## src/sv/plf_pkg.sv

```systemverilog
// Package for the pixel line decimal formatter.
// Holds shared types, ASCII constants and register indexes; no dependencies.
package plf_pkg;

    localparam int PIXEL_W     = 8;
    localparam int CHAR_W      = 8;
    localparam int DIGIT_W     = 4;
    localparam int CFG_INDEX_W = 1;
    localparam int CFG_DATA_W  = 8;
    localparam int QUEUE_DEPTH = 2;
    localparam int QPTR_W      = $clog2(QUEUE_DEPTH);
    localparam int QCNT_W      = $clog2(QUEUE_DEPTH + 1);

    localparam logic [CHAR_W-1:0] CH_ERROR = 8'h45;
    localparam logic [CHAR_W-1:0] CH_ZERO  = 8'h30;
    localparam logic [CHAR_W-1:0] CH_SPACE = 8'h20;
    localparam logic [CHAR_W-1:0] CH_LF    = 8'h0A;
    localparam logic [CHAR_W-1:0] CH_CR    = 8'h0D;

    localparam logic [CFG_INDEX_W-1:0] REG_MIN_VALUE = 1'b0;
    localparam logic [CFG_INDEX_W-1:0] REG_MAX_VALUE = 1'b1;

    // One classified pixel, as it travels from the front end to the back end.
    typedef struct packed {
        logic               err;
        logic               last;
        logic [DIGIT_W-1:0] hund;
        logic [DIGIT_W-1:0] tens;
        logic [DIGIT_W-1:0] ones;
    } plf_desc_t;

endpackage

```

## src/sv/plf_front.sv

```systemverilog
// Front end of the pixel line decimal formatter: window registers, range check
// and binary to decimal split. Depends on plf_pkg.
module plf_front
    import plf_pkg::*;
(
    input  logic                   aclk,
    input  logic                   aresetn,
    input  logic                   cfg_wen,
    input  logic [CFG_INDEX_W-1:0] cfg_index,
    input  logic [CFG_DATA_W-1:0]  cfg_wdata,
    input  logic [PIXEL_W-1:0]     pixel_value,
    input  logic                   last_in_line,
    output plf_desc_t              desc
);

    logic [PIXEL_W-1:0] min_value_reg, min_value_next;
    logic [PIXEL_W-1:0] max_value_reg, max_value_next;
    logic [1:0]         hund;
    logic [6:0]         rem;
    logic [14:0]        prod;
    logic [3:0]         tens;
    logic [6:0]         tens_x10;
    logic [3:0]         ones;

    always_comb begin
        min_value_next = min_value_reg;
        max_value_next = max_value_reg;
        if (cfg_wen) begin
            case (cfg_index)
                REG_MIN_VALUE: min_value_next = cfg_wdata[PIXEL_W-1:0];
                REG_MAX_VALUE: max_value_next = cfg_wdata[PIXEL_W-1:0];
                default: ;
            endcase
        end
    end

    always_ff @(posedge aclk) begin
        if (!aresetn) begin
            min_value_reg <= '0;
            max_value_reg <= '1;
        end else begin
            min_value_reg <= min_value_next;
            max_value_reg <= max_value_next;
        end
    end

    // Hundreds by two compares, tens by a reciprocal multiply that is exact
    // for every remainder below 100.
    always_comb begin
        if (pixel_value >= 8'd200) begin
            hund = 2'd2;
            rem  = 7'(pixel_value - 8'd200);
        end else if (pixel_value >= 8'd100) begin
            hund = 2'd1;
            rem  = 7'(pixel_value - 8'd100);
        end else begin
            hund = 2'd0;
            rem  = pixel_value[6:0];
        end
        prod     = 15'(rem) * 15'd205;
        tens     = prod[14:11];
        tens_x10 = 7'({tens, 3'b000}) + 7'({tens, 1'b0});
        ones     = 4'(rem - tens_x10);
    end

    always_comb begin
        desc.err  = (pixel_value < min_value_reg) || (pixel_value > max_value_reg);
        desc.last = last_in_line;
        desc.hund = {2'b00, hund};
        desc.tens = tens;
        desc.ones = ones;
    end

endmodule

```

## src/sv/plf_queue.sv

```systemverilog
// Short descriptor queue between front and back end of the formatter.
// Depends on plf_pkg.
module plf_queue
    import plf_pkg::*;
(
    input  logic      aclk,
    input  logic      aresetn,
    input  logic      push,
    input  plf_desc_t push_desc,
    output logic      full,
    input  logic      pop,
    output logic      not_empty,
    output plf_desc_t pop_desc
);

    plf_desc_t           entry_reg [QUEUE_DEPTH];
    logic [QPTR_W-1:0]   wr_ptr_reg, wr_ptr_next;
    logic [QPTR_W-1:0]   rd_ptr_reg, rd_ptr_next;
    logic [QCNT_W-1:0]   count_reg, count_next;
    logic                do_push;
    logic                do_pop;

    assign full      = (count_reg == QCNT_W'(QUEUE_DEPTH));
    assign not_empty = (count_reg != '0);
    assign do_push   = push && !full;
    assign do_pop    = pop && not_empty;
    assign pop_desc  = entry_reg[rd_ptr_reg];

    always_comb begin
        wr_ptr_next = wr_ptr_reg;
        rd_ptr_next = rd_ptr_reg;
        if (do_push) begin
            wr_ptr_next = (wr_ptr_reg == QPTR_W'(QUEUE_DEPTH - 1)) ? '0 : wr_ptr_reg + 1'b1;
        end
        if (do_pop) begin
            rd_ptr_next = (rd_ptr_reg == QPTR_W'(QUEUE_DEPTH - 1)) ? '0 : rd_ptr_reg + 1'b1;
        end
        count_next = count_reg + QCNT_W'(do_push) - QCNT_W'(do_pop);
    end

    always_ff @(posedge aclk) begin
        if (!aresetn) begin
            wr_ptr_reg <= '0;
            rd_ptr_reg <= '0;
            count_reg  <= '0;
        end else begin
            wr_ptr_reg <= wr_ptr_next;
            rd_ptr_reg <= rd_ptr_next;
            count_reg  <= count_next;
        end
    end

    always_ff @(posedge aclk) begin
        if (do_push) begin
            entry_reg[wr_ptr_reg] <= push_desc;
        end
    end

endmodule

```

## src/sv/plf_back.sv

```systemverilog
// Back end of the formatter: walks one descriptor through its characters and
// drives the registered output channel. Depends on plf_pkg.
module plf_back
    import plf_pkg::*;
(
    input  logic              aclk,
    input  logic              aresetn,
    input  logic              q_not_empty,
    input  plf_desc_t         q_desc,
    output logic              q_pop,
    output logic              m_valid,
    input  logic              m_ready,
    output logic [CHAR_W-1:0] m_out_char,
    output logic              m_run_end
);

    typedef enum logic [6:0] {
        ST_HUND  = 7'b0000001,
        ST_TENS  = 7'b0000010,
        ST_ONES  = 7'b0000100,
        ST_ERR   = 7'b0001000,
        ST_SPACE = 7'b0010000,
        ST_LF    = 7'b0100000,
        ST_CR    = 7'b1000000
    } plf_step_t;

    plf_step_t         step_reg, step_next;
    plf_desc_t         desc_reg, desc_next;
    logic              busy_reg, busy_next;
    logic              m_valid_reg, m_valid_next;
    logic [CHAR_W-1:0] m_out_char_reg, m_out_char_next;
    logic              m_run_end_reg, m_run_end_next;
    logic              out_adv;
    logic              final_char;
    logic [CHAR_W-1:0] cur_char;
    plf_step_t         after_step;

    assign out_adv = !m_valid_reg || m_ready;

    always_comb begin
        final_char = 1'b0;
        after_step = step_reg;
        cur_char   = CH_SPACE;
        case (step_reg)
            ST_HUND: begin
                cur_char   = CH_ZERO + CHAR_W'(desc_reg.hund);
                after_step = ST_TENS;
            end
            ST_TENS: begin
                cur_char   = CH_ZERO + CHAR_W'(desc_reg.tens);
                after_step = ST_ONES;
            end
            ST_ONES: begin
                cur_char   = CH_ZERO + CHAR_W'(desc_reg.ones);
                after_step = ST_SPACE;
            end
            ST_ERR: begin
                cur_char   = CH_ERROR;
                after_step = ST_SPACE;
            end
            ST_SPACE: begin
                cur_char   = CH_SPACE;
                after_step = ST_LF;
                final_char = !desc_reg.last;
            end
            ST_LF: begin
                cur_char   = CH_LF;
                after_step = ST_CR;
            end
            ST_CR: begin
                cur_char   = CH_CR;
                final_char = 1'b1;
            end
            default: ;
        endcase
    end

    always_comb begin
        step_next       = step_reg;
        desc_next       = desc_reg;
        busy_next       = busy_reg;
        m_valid_next    = m_valid_reg;
        m_out_char_next = m_out_char_reg;
        m_run_end_next  = m_run_end_reg;
        q_pop           = 1'b0;
        if (out_adv) begin
            m_valid_next    = busy_reg;
            m_out_char_next = cur_char;
            m_run_end_next  = final_char;
            if (busy_reg && !final_char) begin
                step_next = after_step;
            end else begin
                // The next descriptor is loaded in the cycle that emits the
                // final character, so characters leave without a gap.
                q_pop     = q_not_empty;
                busy_next = q_not_empty;
                desc_next = q_desc;
                step_next = q_desc.err ? ST_ERR : ST_HUND;
            end
        end
    end

    always_ff @(posedge aclk) begin
        if (!aresetn) begin
            busy_reg    <= 1'b0;
            m_valid_reg <= 1'b0;
            step_reg    <= ST_HUND;
        end else begin
            busy_reg    <= busy_next;
            m_valid_reg <= m_valid_next;
            step_reg    <= step_next;
        end
    end

    always_ff @(posedge aclk) begin
        desc_reg       <= desc_next;
        m_out_char_reg <= m_out_char_next;
        m_run_end_reg  <= m_run_end_next;
    end

    assign m_valid    = m_valid_reg;
    assign m_out_char = m_out_char_reg;
    assign m_run_end  = m_run_end_reg;

endmodule

```

## src/sv/pixel_line_decimal_formatter.sv

```systemverilog
// Top level of the pixel line decimal formatter.
// Instantiates plf_front, plf_queue and plf_back; depends on plf_pkg.
//
// Usage: each pixel sample transferred on the s_ channel becomes a run of
// ASCII characters on the m_ channel, one character per transfer. A sample
// inside the window [min_value, max_value] gives three decimal digits with
// leading zeros, a sample outside it gives 'E'; a space follows. When
// s_last_in_line is set, a line feed and a carriage return are appended.
// m_run_end marks the last character of each run.
// The window registers are written through cfg_wen, cfg_index and cfg_wdata
// (index 0 is min_value, index 1 is max_value) while no run is in flight.
// When the back end is free, a sample passes through a queue entry, the
// descriptor register and the output register before its first character is
// valid. Throughput: one character per cycle while m_ready is high; a run
// has four characters (two for an 'E' run, plus two when the line ends). The
// back end loads the next item in the same cycle as the final character of
// the current one, so queued runs follow gaplessly. A two-entry queue
// between front and back end buffers samples while a run is being sent;
// once it is full, for instance behind a stalled receiver, s_ready drops.
// Reset empties the queue, clears m_valid and sets the window to 0..255.
module pixel_line_decimal_formatter
    import plf_pkg::*;
(
    input  logic                   aclk,
    input  logic                   aresetn,
    input  logic                   cfg_wen,
    input  logic [CFG_INDEX_W-1:0] cfg_index,
    input  logic [CFG_DATA_W-1:0]  cfg_wdata,
    input  logic                   s_valid,
    output logic                   s_ready,
    input  logic [PIXEL_W-1:0]     s_pixel_value,
    input  logic                   s_last_in_line,
    output logic                   m_valid,
    input  logic                   m_ready,
    output logic [CHAR_W-1:0]      m_out_char,
    output logic                   m_run_end
);

    plf_desc_t front_desc;
    plf_desc_t q_desc;
    logic      q_full;
    logic      q_not_empty;
    logic      q_pop;

    // The front end classifies the sample combinationally; the queue
    // registers the result on the input transfer.
    plf_front u_front (
        .aclk         (aclk),
        .aresetn      (aresetn),
        .cfg_wen      (cfg_wen),
        .cfg_index    (cfg_index),
        .cfg_wdata    (cfg_wdata),
        .pixel_value  (s_pixel_value),
        .last_in_line (s_last_in_line),
        .desc         (front_desc)
    );

    assign s_ready = !q_full;

    plf_queue u_queue (
        .aclk      (aclk),
        .aresetn   (aresetn),
        .push      (s_valid),
        .push_desc (front_desc),
        .full      (q_full),
        .pop       (q_pop),
        .not_empty (q_not_empty),
        .pop_desc  (q_desc)
    );

    plf_back u_back (
        .aclk        (aclk),
        .aresetn     (aresetn),
        .q_not_empty (q_not_empty),
        .q_desc      (q_desc),
        .q_pop       (q_pop),
        .m_valid     (m_valid),
        .m_ready     (m_ready),
        .m_out_char  (m_out_char),
        .m_run_end   (m_run_end)
    );

endmodule

```

## config.mk

```make
export PLATFORM = sky130hd
export DESIGN_NAME = pixel_line_decimal_formatter
export DESIGN_NICKNAME = d
export VERILOG_FILES = /design/src/sv/plf_pkg.sv /design/src/sv/plf_front.sv /design/src/sv/plf_queue.sv /design/src/sv/plf_back.sv /design/src/sv/pixel_line_decimal_formatter.sv
export SDC_FILE = /design/constraint.sdc
export NUM_CORES = 1
export LEC_CHECK = 0
export BUFFER_PORTS_ARGS = -buffer_cell sky130_fd_sc_hd__clkbuf_2
export CORE_MARGIN = 2
export CORE_UTILIZATION = 55
export DETAILED_ROUTE_END_ITERATION = 12
export PLACE_DENSITY = 0.76
export SYNTH_ARGS = -nofsm -noshare
export SYNTH_HDL_FRONTEND = slang
export SYNTH_HIERARCHICAL = 1
export SYNTH_SLANG_ARGS = --single-unit
```

## constraint.sdc

```tcl
create_clock -name aclk -period 6.95 [get_ports aclk]
set_input_delay 1.39 -clock aclk [delete_from_list [all_inputs] [get_ports aclk]]
set_output_delay 1.39 -clock aclk [all_outputs]
set_load 0.01 [all_outputs]
```

==> results of run 1 <==
-- cells in the final DEF (no fill, tap or decap), types with 7 or more instances in the layout --
cell      count
a21boi_0      8
a21o_1        7
a21oi_1      13
buf_4        10
clkbuf_2     32
clkbuf_8      9
dfxtp_1      30
edfxtp_1     49
fa_1          8
ha_1         60
inv_1        51
mux2_2       14
nand2_1      42
nand2b_1      7
nor2_1       16
nor2b_1       8
o211ai_1      9
o21ai_0       8
xnor2_1      13
-- cells by family after synthesis --
| group | after synthesis |
|---|---|
| simple gates | 115 |
| buf+inv | 73 |
| xor+xnor | 20 |
| compound gates | 85 |
| mux | 15 |
| flops | 79 |
| other cells | 2 |
| fa+ha+maj | 68 |
-- metal layers --
layer,up-vias,share of wire,GRT usage
li1,1682,-,-
met1,1572,0.42,0.228
met2,76,0.52,0.343
met3,16,0.040,0.0390
met4,0,0.015,0.0611
met5,-,0,0
-- worst paths after layout --
check,startpoint,end,slack (ns)
hold reg to reg,u_front/min_value_reg[3],u_front/min_value_reg[3],0.47
hold / removal,u_front/min_value_reg[3],u_front/min_value_reg[3],0.47
setup reg to reg,u_back/step_reg[4],u_queue/count_reg[1],4.25
setup / recovery,s_pixel_value[3],u_queue/entry_reg[0][3],0.27
-- report_power, final --
group | internal, mW | leakage, nW | switching, mW
registers | 0.710 | 0.729 | 0.0711
clock network | 0.163 | 0.0957 | 0.157
logic | 0.338 | 1.55 | 0.414
-- final cells by class --
class | instances | area (sq um)
clock buffers | 9 | 124
multi-input cells | 306 | 2570
fillers | 709 | 3320
clock inverters | 7 | 63.8
flip-flops and latches | 79 | 2070
repair buffers | 42 | 235
well taps | 108 | 135
inverters | 53 | 204
-- stage by stage --
stage / setup WS, ns / cell area [sq um]
3_3_place_gp: 0.166 / 5210
6_report: 0.266 / 5410
3_5_place_dp: -0.0852 / 5210
5_1_grt: 0.0521 / 5410
2_1_floorplan: 0.238 / 4960
4_1_cts: 0.219 / 5400
-- worst register-to-register path, cell delays in order, from the launching register on --
cell	delay, ns
dfxtp_1	0.55
or3b_2	0.50
a211o_4	0.39
a21oi_1	0.17
o21a_1	0.19
ha_1	0.24
inv_1	0.05
ha_1	0.14
xor2_1	0.17
and2_1	0.15
nor3_1	0.04
-- what timing repair did --
action | 4_1_cts | 5_1_grt
endpoints found under the setup margin | 0 | 2
buffers inserted | 0 | 0
gates resized for setup | 0 | 1
==> flow_summary.html, run 1 <==
<table>
<tr><th>Metric</th><th>Value</th></tr>
<tr><th colspan="2">Outcome</th></tr>
<tr><td>Status</td><td>finished clean</td></tr>
<tr><th colspan="2">Power and ir drop</th></tr>
<tr><td>Max rail drop VDD</td><td>0.165 mV</td></tr>
<tr><td>Leakage power of the design</td><td>2.37 nW</td></tr>
<tr><td>Final total power</td><td>1.85 mW</td></tr>
<tr><td>Power per standard cell area</td><td>343 nW/um^2</td></tr>
<tr><th colspan="2">STA</th></tr>
<tr><td>Min cycle time layout</td><td>6.68 ns</td></tr>
<tr><td>Worst hold slack after final layout</td><td>0.473 ns</td></tr>
<tr><td>Worst Skew</td><td>0.00690 ns</td></tr>
<tr><td>Setup TNS</td><td>0 ns</td></tr>
<tr><td>Max transition margin</td><td>0.195</td></tr>
<tr><td>Transition time of the tightest slew-check pin</td><td>1.20 ns</td></tr>
<tr><td>Top achievable clock speed</td><td>150 MHz</td></tr>
<tr><td>RSZ-0062 raised after global routing</td><td>false</td></tr>
<tr><td>Total of endpoints with negative setup slack in the final report</td><td>0</td></tr>
<tr><td>Post-route clock period utilization</td><td>0.962</td></tr>
<tr><td>Final slew viol count</td><td>0</td></tr>
<tr><td>Final hold violation count</td><td>0</td></tr>
<tr><th colspan="2">Yosys</th></tr>
<tr><td>Cell area after synthesis</td><td>4960 sq um</td></tr>
<tr><td>Number of synthesized register bits</td><td>79</td></tr>
<tr><td>Number of flops mapped to enable cells by yosys</td><td>49</td></tr>
<tr><td>Leading post-synthesis cells by cell area</td><td>edfxtp_1 30%, ha_1 15%, dfxtp_1 12%</td></tr>
<tr><td>Number of instances in the synthesized netlist</td><td>457</td></tr>
<tr><td>Adder-Cell Fraction of Synth Area</td><td>0.184</td></tr>
<tr><td>Largest area contributor in the synthesized netlist</td><td>edfxtp_1</td></tr>
<tr><td>Post-synthesis cell type count</td><td>70</td></tr>
<tr><td>Synth Area in XOR/XNOR</td><td>0.0368</td></tr>
<tr><td>Leading cell type by number of instances after synthesis</td><td>ha_1</td></tr>
<tr><td>Proportion of synthesized chip area in sequential cells</td><td>0.418</td></tr>
<tr><td>Mean Syn Cell Area</td><td>10.9 sq um</td></tr>
<tr><td>Most frequently used flop master after synthesis</td><td>edfxtp_1</td></tr>
<tr><td>Area share of the leading cell type in the synthesized netlist</td><td>0.297</td></tr>
<tr><td>Synth cell count leaders</td><td>60 x ha_1, 51 x inv_1, 49 x edfxtp_1</td></tr>
<tr><td>Warnings from Yosys</td><td>6</td></tr>
<tr><td>Main combinational cell family by area after synthesis</td><td>adder cells</td></tr>
<tr><td>Async set-reset flop share out of synthesis</td><td>0</td></tr>
<tr><td>Proportion of synthesized area in mux cells</td><td>0.0338</td></tr>
<tr><td>Compound-cell area share of the yosys netlist</td><td>0.140</td></tr>
<tr><td>Synthesized-area fraction occupied by and/or/nand/nor cells</td><td>0.122</td></tr>
<tr><th colspan="2">Critical path</th></tr>
<tr><td>Critical Path Most Common Cell</td><td>ha_1</td></tr>
<tr><td>Buffers &amp; Inverters on Critical Path</td><td>4</td></tr>
<tr><td>Critical path capture point type</td><td>flop</td></tr>
<tr><td>Required time of the worst setup path</td><td>7.04 ns</td></tr>
<tr><td>Critical path start-end classification</td><td>in2reg</td></tr>
<tr><td>Largest stage delay on the critical path</td><td>0.50 ns</td></tr>
<tr><td>Depth of the critical timing path with buffers and inverters included</td><td>28</td></tr>
<tr><td>Startpoint kind of the worst setup timing path</td><td>input pin</td></tr>
<tr><td>Crit path DAT</td><td>6.77 ns</td></tr>
<tr><td>Worst R2R Path Depth</td><td>10</td></tr>
<tr><td>Crit-path max FO</td><td>4</td></tr>
<tr><td>Family with the most delay on the worst path</td><td>adder cells</td></tr>
<tr><td>Worst path slowest cell</td><td>fa_1</td></tr>
<tr><th colspan="2">Floorplan</th></tr>
<tr><td>Placement Rows</td><td>34</td></tr>
<tr><td>Core region area</td><td>8720 sq um</td></tr>
<tr><td>Die X</td><td>99.0 um</td></tr>
<tr><td>Effective utilization at floorplan</td><td>0.569</td></tr>
<tr><td>Floorplan die area</td><td>9790 sq um</td></tr>
<tr><td>Die Height</td><td>99.0 um</td></tr>
<tr><td>I/O pin cnt</td><td>34</td></tr>
<tr><th colspan="2">Clocking</th></tr>
<tr><td>Largest buffer count on any clock path</td><td>2</td></tr>
<tr><td>Cell chosen for the clock root</td><td>clkbuf_8</td></tr>
<tr><td>Clock latency of the later-clocked register in the worst-skew pair</td><td>0.34 ns</td></tr>
<tr><td>Number of buffers inserted during clock tree synthesis</td><td>9</td></tr>
<tr><td>CTS HTree Levels</td><td>3</td></tr>
<tr><td>TritonCTS clock tree</td><td>built</td></tr>
<tr><td>Clk pin slew, worst setup/hold paths</td><td>0.08 ns</td></tr>
<tr><td>Number of buffers added to fix hold violations after cts</td><td>0</td></tr>
<tr><td>Sinks on Clock Net</td><td>79</td></tr>
<tr><th colspan="2">Final layout</th></tr>
<tr><td>Number of flip-flops in the largest register</td><td>28</td></tr>
<tr><td>Final non-filler cell total</td><td>604</td></tr>
<tr><td>Area overhead of the layout relative to synthesis</td><td>9.01%</td></tr>
<tr><td>Inserted Diodes</td><td>0</td></tr>
<tr><td>Final Util</td><td>0.620</td></tr>
<tr><td>Proportion of layout cells with a drive suffix above 1</td><td>0.192</td></tr>
<tr><td>Final-stage net count</td><td>582</td></tr>
<tr><th colspan="2">Route</th></tr>
<tr><td>Initial DRC Count</td><td>126</td></tr>
<tr><td>Vias</td><td>3346</td></tr>
<tr><td>TritonRoute pass-1 iters</td><td>6</td></tr>
<tr><td>Wirelength per Cell</td><td>14.8 um</td></tr>
<tr><td>Average vias per placed instance</td><td>5.54</td></tr>
<tr><td>Residual DRC count</td><td>0</td></tr>
<tr><td>Detail Route Antenna Nets</td><td>0</td></tr>
<tr><td>Routed wire length</td><td>8920 um</td></tr>
<tr><th colspan="2">GRT</th></tr>
<tr><td>Vias in the first global route</td><td>3349</td></tr>
<tr><td>Global-route wire length before repair</td><td>15100 um</td></tr>
<tr><td>Grt ovf</td><td>0</td></tr>
<tr><td>Overall Global Routing Usage</td><td>0.191</td></tr>
<tr><td>Largest net degree at the start of global routing</td><td>32</td></tr>
<tr><td>Number of antenna violations at the first check in global routing</td><td>0</td></tr>
<tr><th colspan="2">Placed design</th></tr>
<tr><td>Final estimated routing congestion in global placement</td><td>0.952</td></tr>
<tr><td>Number of buffer cells added on primary ports</td><td>32</td></tr>
<tr><td>Placed Cells</td><td>588</td></tr>
<tr><td>Post-DP HPWL</td><td>6900 um</td></tr>
<tr><th colspan="2">Run</th></tr>
<tr><td>Number of maximum-capacitance violations</td><td>0</td></tr>
<tr><th colspan="2">Hold path</th></tr>
<tr><td>Hold Path Stages</td><td>2</td></tr>
<tr><td>Class of the worst hold path</td><td>reg2reg</td></tr>
</table>
No activity file was read; power rests on OpenSTA's default activity.
==> inputs of run 2 (changes only) <==
- ABC_AREA: not set -> 1
==> run 2 against run 1 <==
Against the previous run: cell count up 14%; hold slack worse by 0.0074 ns; worst setup slack better by 0.41 ns; clock skew up 0.0073 ns; synthesized cell count up 17%; fmax up 6.6%; largest power group is now combinational logic.
==> flow_summary.html, run 2 <==
<table>
<tr><th>Metric</th><th>Value</th></tr>
<tr><th colspan="2">Hold path</th></tr>
<tr><td>Hold Path Stages</td><td>2</td></tr>
<tr><td>Class of the worst hold path</td><td>reg2reg</td></tr>
<tr><td>Startpoint of the tightest hold check path</td><td>u_front/min_value_reg[2]</td></tr>
<tr><td>Hold-critical path endpoint</td><td>u_front/min_value_reg[2]</td></tr>
<tr><th colspan="2">GRT</th></tr>
<tr><td>Grt ovf</td><td>0</td></tr>
<tr><td>Overall Global Routing Usage</td><td>0.196</td></tr>
<tr><td>Number of antenna violations at the first check in global routing</td><td>0</td></tr>
<tr><td>Largest net degree at the start of global routing</td><td>23</td></tr>
<tr><td>Vias in the first global route</td><td>3547</td></tr>
<tr><td>Global-route wire length before repair</td><td>15700 um</td></tr>
<tr><th colspan="2">Power and ir drop</th></tr>
<tr><td>Leakage power of the design</td><td>2.60 nW</td></tr>
<tr><td>Internal Pwr Total</td><td>1.17 mW</td></tr>
<tr><td>Part of the power in registers</td><td>0.389</td></tr>
<tr><td>Net switching share of the total power</td><td>0.398</td></tr>
<tr><td>Net switching power figure</td><td>0.776 mW</td></tr>
<tr><td>Power per standard cell area</td><td>357 nW/um^2</td></tr>
<tr><td>Final total power</td><td>1.95 mW</td></tr>
<tr><td>Part of the total power dissipated in combinational logic</td><td>0.459</td></tr>
<tr><td>Max rail drop VDD</td><td>0.312 mV</td></tr>
<tr><td>Clock network fraction of design power</td><td>0.152</td></tr>
<tr><th colspan="2">STA</th></tr>
<tr><td>Total of endpoints with negative setup slack in the final report</td><td>0</td></tr>
<tr><td>Max transition margin</td><td>0.217</td></tr>
<tr><td>PnR worst setup slack</td><td>0.679 ns</td></tr>
<tr><td>RSZ-0062 raised after global routing</td><td>false</td></tr>
<tr><td>Setup TNS</td><td>0 ns</td></tr>
<tr><td>Final slew viol count</td><td>0</td></tr>
<tr><td>Worst Skew</td><td>0.0142 ns</td></tr>
<tr><td>Top achievable clock speed</td><td>159 MHz</td></tr>
<tr><td>Min cycle time layout</td><td>6.27 ns</td></tr>
<tr><td>Post-route clock period utilization</td><td>0.902</td></tr>
<tr><td>Final hold violation count</td><td>0</td></tr>
<tr><td>Transition time of the tightest slew-check pin</td><td>1.17 ns</td></tr>
<tr><th colspan="2">Final layout</th></tr>
<tr><td>Most frequent cells in the layout</td><td>88 x inv_1, 85 x nand2_1, 60 x ha_1</td></tr>
<tr><td>Area overhead of the layout relative to synthesis</td><td>8.68%</td></tr>
<tr><td>Final non-filler cell total</td><td>687</td></tr>
<tr><td>Inserted Diodes</td><td>0</td></tr>
<tr><td>Final-stage net count</td><td>665</td></tr>
<tr><td>Most common library cell in the layout ignoring fill and taps</td><td>inv_1</td></tr>
<tr><td>Number of flip-flops in the largest register</td><td>28</td></tr>
<tr><td>Proportion of layout cells with a drive suffix above 1</td><td>0.195</td></tr>
<tr><th colspan="2">Critical path</th></tr>
<tr><td>Crit-path max FO</td><td>7</td></tr>
<tr><td>Critical path capture point type</td><td>flop</td></tr>
<tr><td>Worst path slowest cell</td><td>fa_1</td></tr>
<tr><td>Largest stage delay on the critical path</td><td>0.50 ns</td></tr>
<tr><td>Required time of the worst setup path</td><td>7.05 ns</td></tr>
<tr><td>Critical path start-end classification</td><td>in2reg</td></tr>
<tr><td>Worst R2R End</td><td>u_queue/count_reg[1]</td></tr>
<tr><td>Crit path DAT</td><td>6.37 ns</td></tr>
<tr><td>Startpoint kind of the worst setup timing path</td><td>input pin</td></tr>
<tr><td>Critical Path Most Common Cell</td><td>ha_1</td></tr>
<tr><td>Worst reg2reg path startpoint</td><td>u_back/step_reg[1]</td></tr>
<tr><td>Worst R2R Path Depth</td><td>19</td></tr>
<tr><td>Flop2flop setup slack</td><td>4.34 ns</td></tr>
<tr><th colspan="2">Route</th></tr>
<tr><td>Residual DRC count</td><td>0</td></tr>
<tr><td>Detail Route Antenna Nets</td><td>0</td></tr>
<tr><td>Average vias per placed instance</td><td>5.31</td></tr>
<tr><td>Wirelength per Cell</td><td>13.3 um</td></tr>
<tr><td>Initial DRC Count</td><td>132</td></tr>
<tr><td>Vias</td><td>3650</td></tr>
<tr><td>TritonRoute pass-1 iters</td><td>5</td></tr>
<tr><td>Routed wire length</td><td>9100 um</td></tr>
<tr><th colspan="2">Clocking</th></tr>
<tr><td>CTS HTree Levels</td><td>3</td></tr>
<tr><td>Clock latency of the later-clocked register in the worst-skew pair</td><td>0.34 ns</td></tr>
<tr><td>Sinks on Clock Net</td><td>79</td></tr>
<tr><td>Cell chosen for the clock root</td><td>clkbuf_8</td></tr>
<tr><td>TritonCTS clock tree</td><td>built</td></tr>
<tr><td>Number of buffers inserted during clock tree synthesis</td><td>9</td></tr>
<tr><td>Number of cells upsized or downsized after cts</td><td>0</td></tr>
<tr><td>Post-CTS Repair Setup Buffers</td><td>0</td></tr>
<tr><td>Number of buffers added to fix hold violations after cts</td><td>0</td></tr>
<tr><td>Largest buffer count on any clock path</td><td>2</td></tr>
<tr><td>Clk pin slew, worst setup/hold paths</td><td>0.08 ns</td></tr>
<tr><th colspan="2">Placed design</th></tr>
<tr><td>Final estimated routing congestion in global placement</td><td>0.907</td></tr>
<tr><td>Pre-CTS worst setup slack</td><td>0.332 ns</td></tr>
<tr><td>Placed Cells</td><td>671</td></tr>
<tr><td>Post-DP HPWL</td><td>7220 um</td></tr>
<tr><td>Number of buffer cells added on primary ports</td><td>32</td></tr>
<tr><th colspan="2">Yosys</th></tr>
<tr><td>Synth cell count leaders</td><td>88 x inv_1, 85 x nand2_1, 60 x ha_1</td></tr>
<tr><td>Largest area contributor in the synthesized netlist</td><td>edfxtp_1</td></tr>
<tr><td>Mean Syn Cell Area</td><td>9.36 sq um</td></tr>
<tr><td>Proportion of synthesized chip area in sequential cells</td><td>0.413</td></tr>
<tr><td>Leading post-synthesis cells by cell area</td><td>edfxtp_1 29%, ha_1 15%, dfxtp_1 12%</td></tr>
<tr><td>Area share of the leading cell type in the synthesized netlist</td><td>0.293</td></tr>
<tr><td>Number of synthesized register bits</td><td>79</td></tr>
<tr><td>Number of instances in the synthesized netlist</td><td>536</td></tr>
<tr><td>Warnings from Yosys</td><td>6</td></tr>
<tr><td>Number of flops mapped to enable cells by yosys</td><td>49</td></tr>
<tr><td>Leading cell type by number of instances after synthesis</td><td>inv_1</td></tr>
<tr><td>Async set-reset flop share out of synthesis</td><td>0</td></tr>
<tr><td>Cell area after synthesis</td><td>5020 sq um</td></tr>
<tr><td>Most frequently used flop master after synthesis</td><td>edfxtp_1</td></tr>
<tr><td>Post-synthesis cell type count</td><td>40</td></tr>
<tr><th colspan="2">Floorplan</th></tr>
<tr><td>Effective utilization at floorplan</td><td>0.572</td></tr>
<tr><td>I/O pin cnt</td><td>34</td></tr>
<tr><td>Die Height</td><td>99.5 um</td></tr>
<tr><td>Die X</td><td>99.5 um</td></tr>
<tr><td>Floorplan die area</td><td>9900 sq um</td></tr>
<tr><td>Placement Rows</td><td>34</td></tr>
<tr><td>Core region area</td><td>8760 sq um</td></tr>
<tr><th colspan="2">Run</th></tr>
<tr><td>Number of maximum-capacitance violations</td><td>0</td></tr>
<tr><th colspan="2">Outcome</th></tr>
<tr><td>Status</td><td>finished clean</td></tr>
</table>
[run 2: cell types whose count changed after synthesis, sizes merged, moves of 11 or more]
cell / previous run / this run
inv: 52 / 92
a21oi: 15 / 32
nor2: 17 / 39
nand3: 5 / 32
xnor2: 13 / 2
nand2: 42 / 107
[run 2: kinds of logic after synthesis]
group,synth area share
adder cells (fa/ha/maj),0.182
multiplexers,0.0314
buffers and inverters,0.0801
other,0.00150
AO/OA/AOI/OAI,0.0768
AND/OR/NAND/NOR,0.202
flip-flops,0.413
XOR/XNOR,0.0140
[run 2: layout make-up]
cell class                      instances  area, sq um
Clock buffer                           10          128
Clock inverter                          6         46.3
Fill cell                             707         3310
Inverter                               93          349
Multi-Input combinational cell        357         2550
Sequential cell                        79         2070
Tap cell                              108          135
Timing Repair Buffer                   34          175
[run 2: layer usage]
| layer | track usage | up-vias | part of all wire |
|---|---|---|---|
| met5 | 0 | - | 0 |
| met4 | 0.0580 | 0 | 0.0071 |
| met3 | 0.0358 | 10 | 0.034 |
| met2 | 0.356 | 75 | 0.52 |
| met1 | 0.237 | 1708 | 0.44 |
| li1 | - | 1857 | - |
[run 2: power by group through the flow]
stage / sequential [mW] / combinational [mW] / clock, mW
floorplan: 0.757 / 0.682 / 0
finish: 0.757 / 0.895 / 0.296
global placement: 0.763 / 0.861 / 0
detailed placement: 0.769 / 0.887 / 0
CTS: 0.759 / 0.896 / 0.306
global route: 0.770 / 1.01 / 0.327
[run 2: through the flow]
step,area (sq um),utilization,hold WS (ns)
after floorplan,5020,-,0.433
after global placement,5280,0.602,0.451
after detailed placement,5280,0.602,0.459
after CTS,5450,0.622,0.471
after global routing,5450,0.622,0.495
final,5450,0.622,0.466
[run 2: how the worst max path moves through the flow]
stage,from,end,slack [ns],depth (start not counted)
finish,s_pixel_value[3],u_queue/entry_reg[0][3],0.68,29
global route,s_pixel_value[2],u_queue/entry_reg[0][3],0.24,29
CTS,s_pixel_value[3],u_queue/entry_reg[0][3],0.70,29
detailed placement,s_pixel_value[3],u_queue/entry_reg[1][3],0.33,29
global placement,s_pixel_value[2],u_queue/entry_reg[0][3],0.44,29
floorplan,s_pixel_value[0],u_queue/entry_reg[0][3],0.93,29
[run 2: critical path, delay by kind of cell]
kind	cells	cell delay, ns
buffers and inverters	5	0.43
xor gates and xnor gates	2	0.48
adders and majority gates	7	2.39
AOI/OAI and AO/OA	4	0.77
and+or+nand+nor	11	0.91
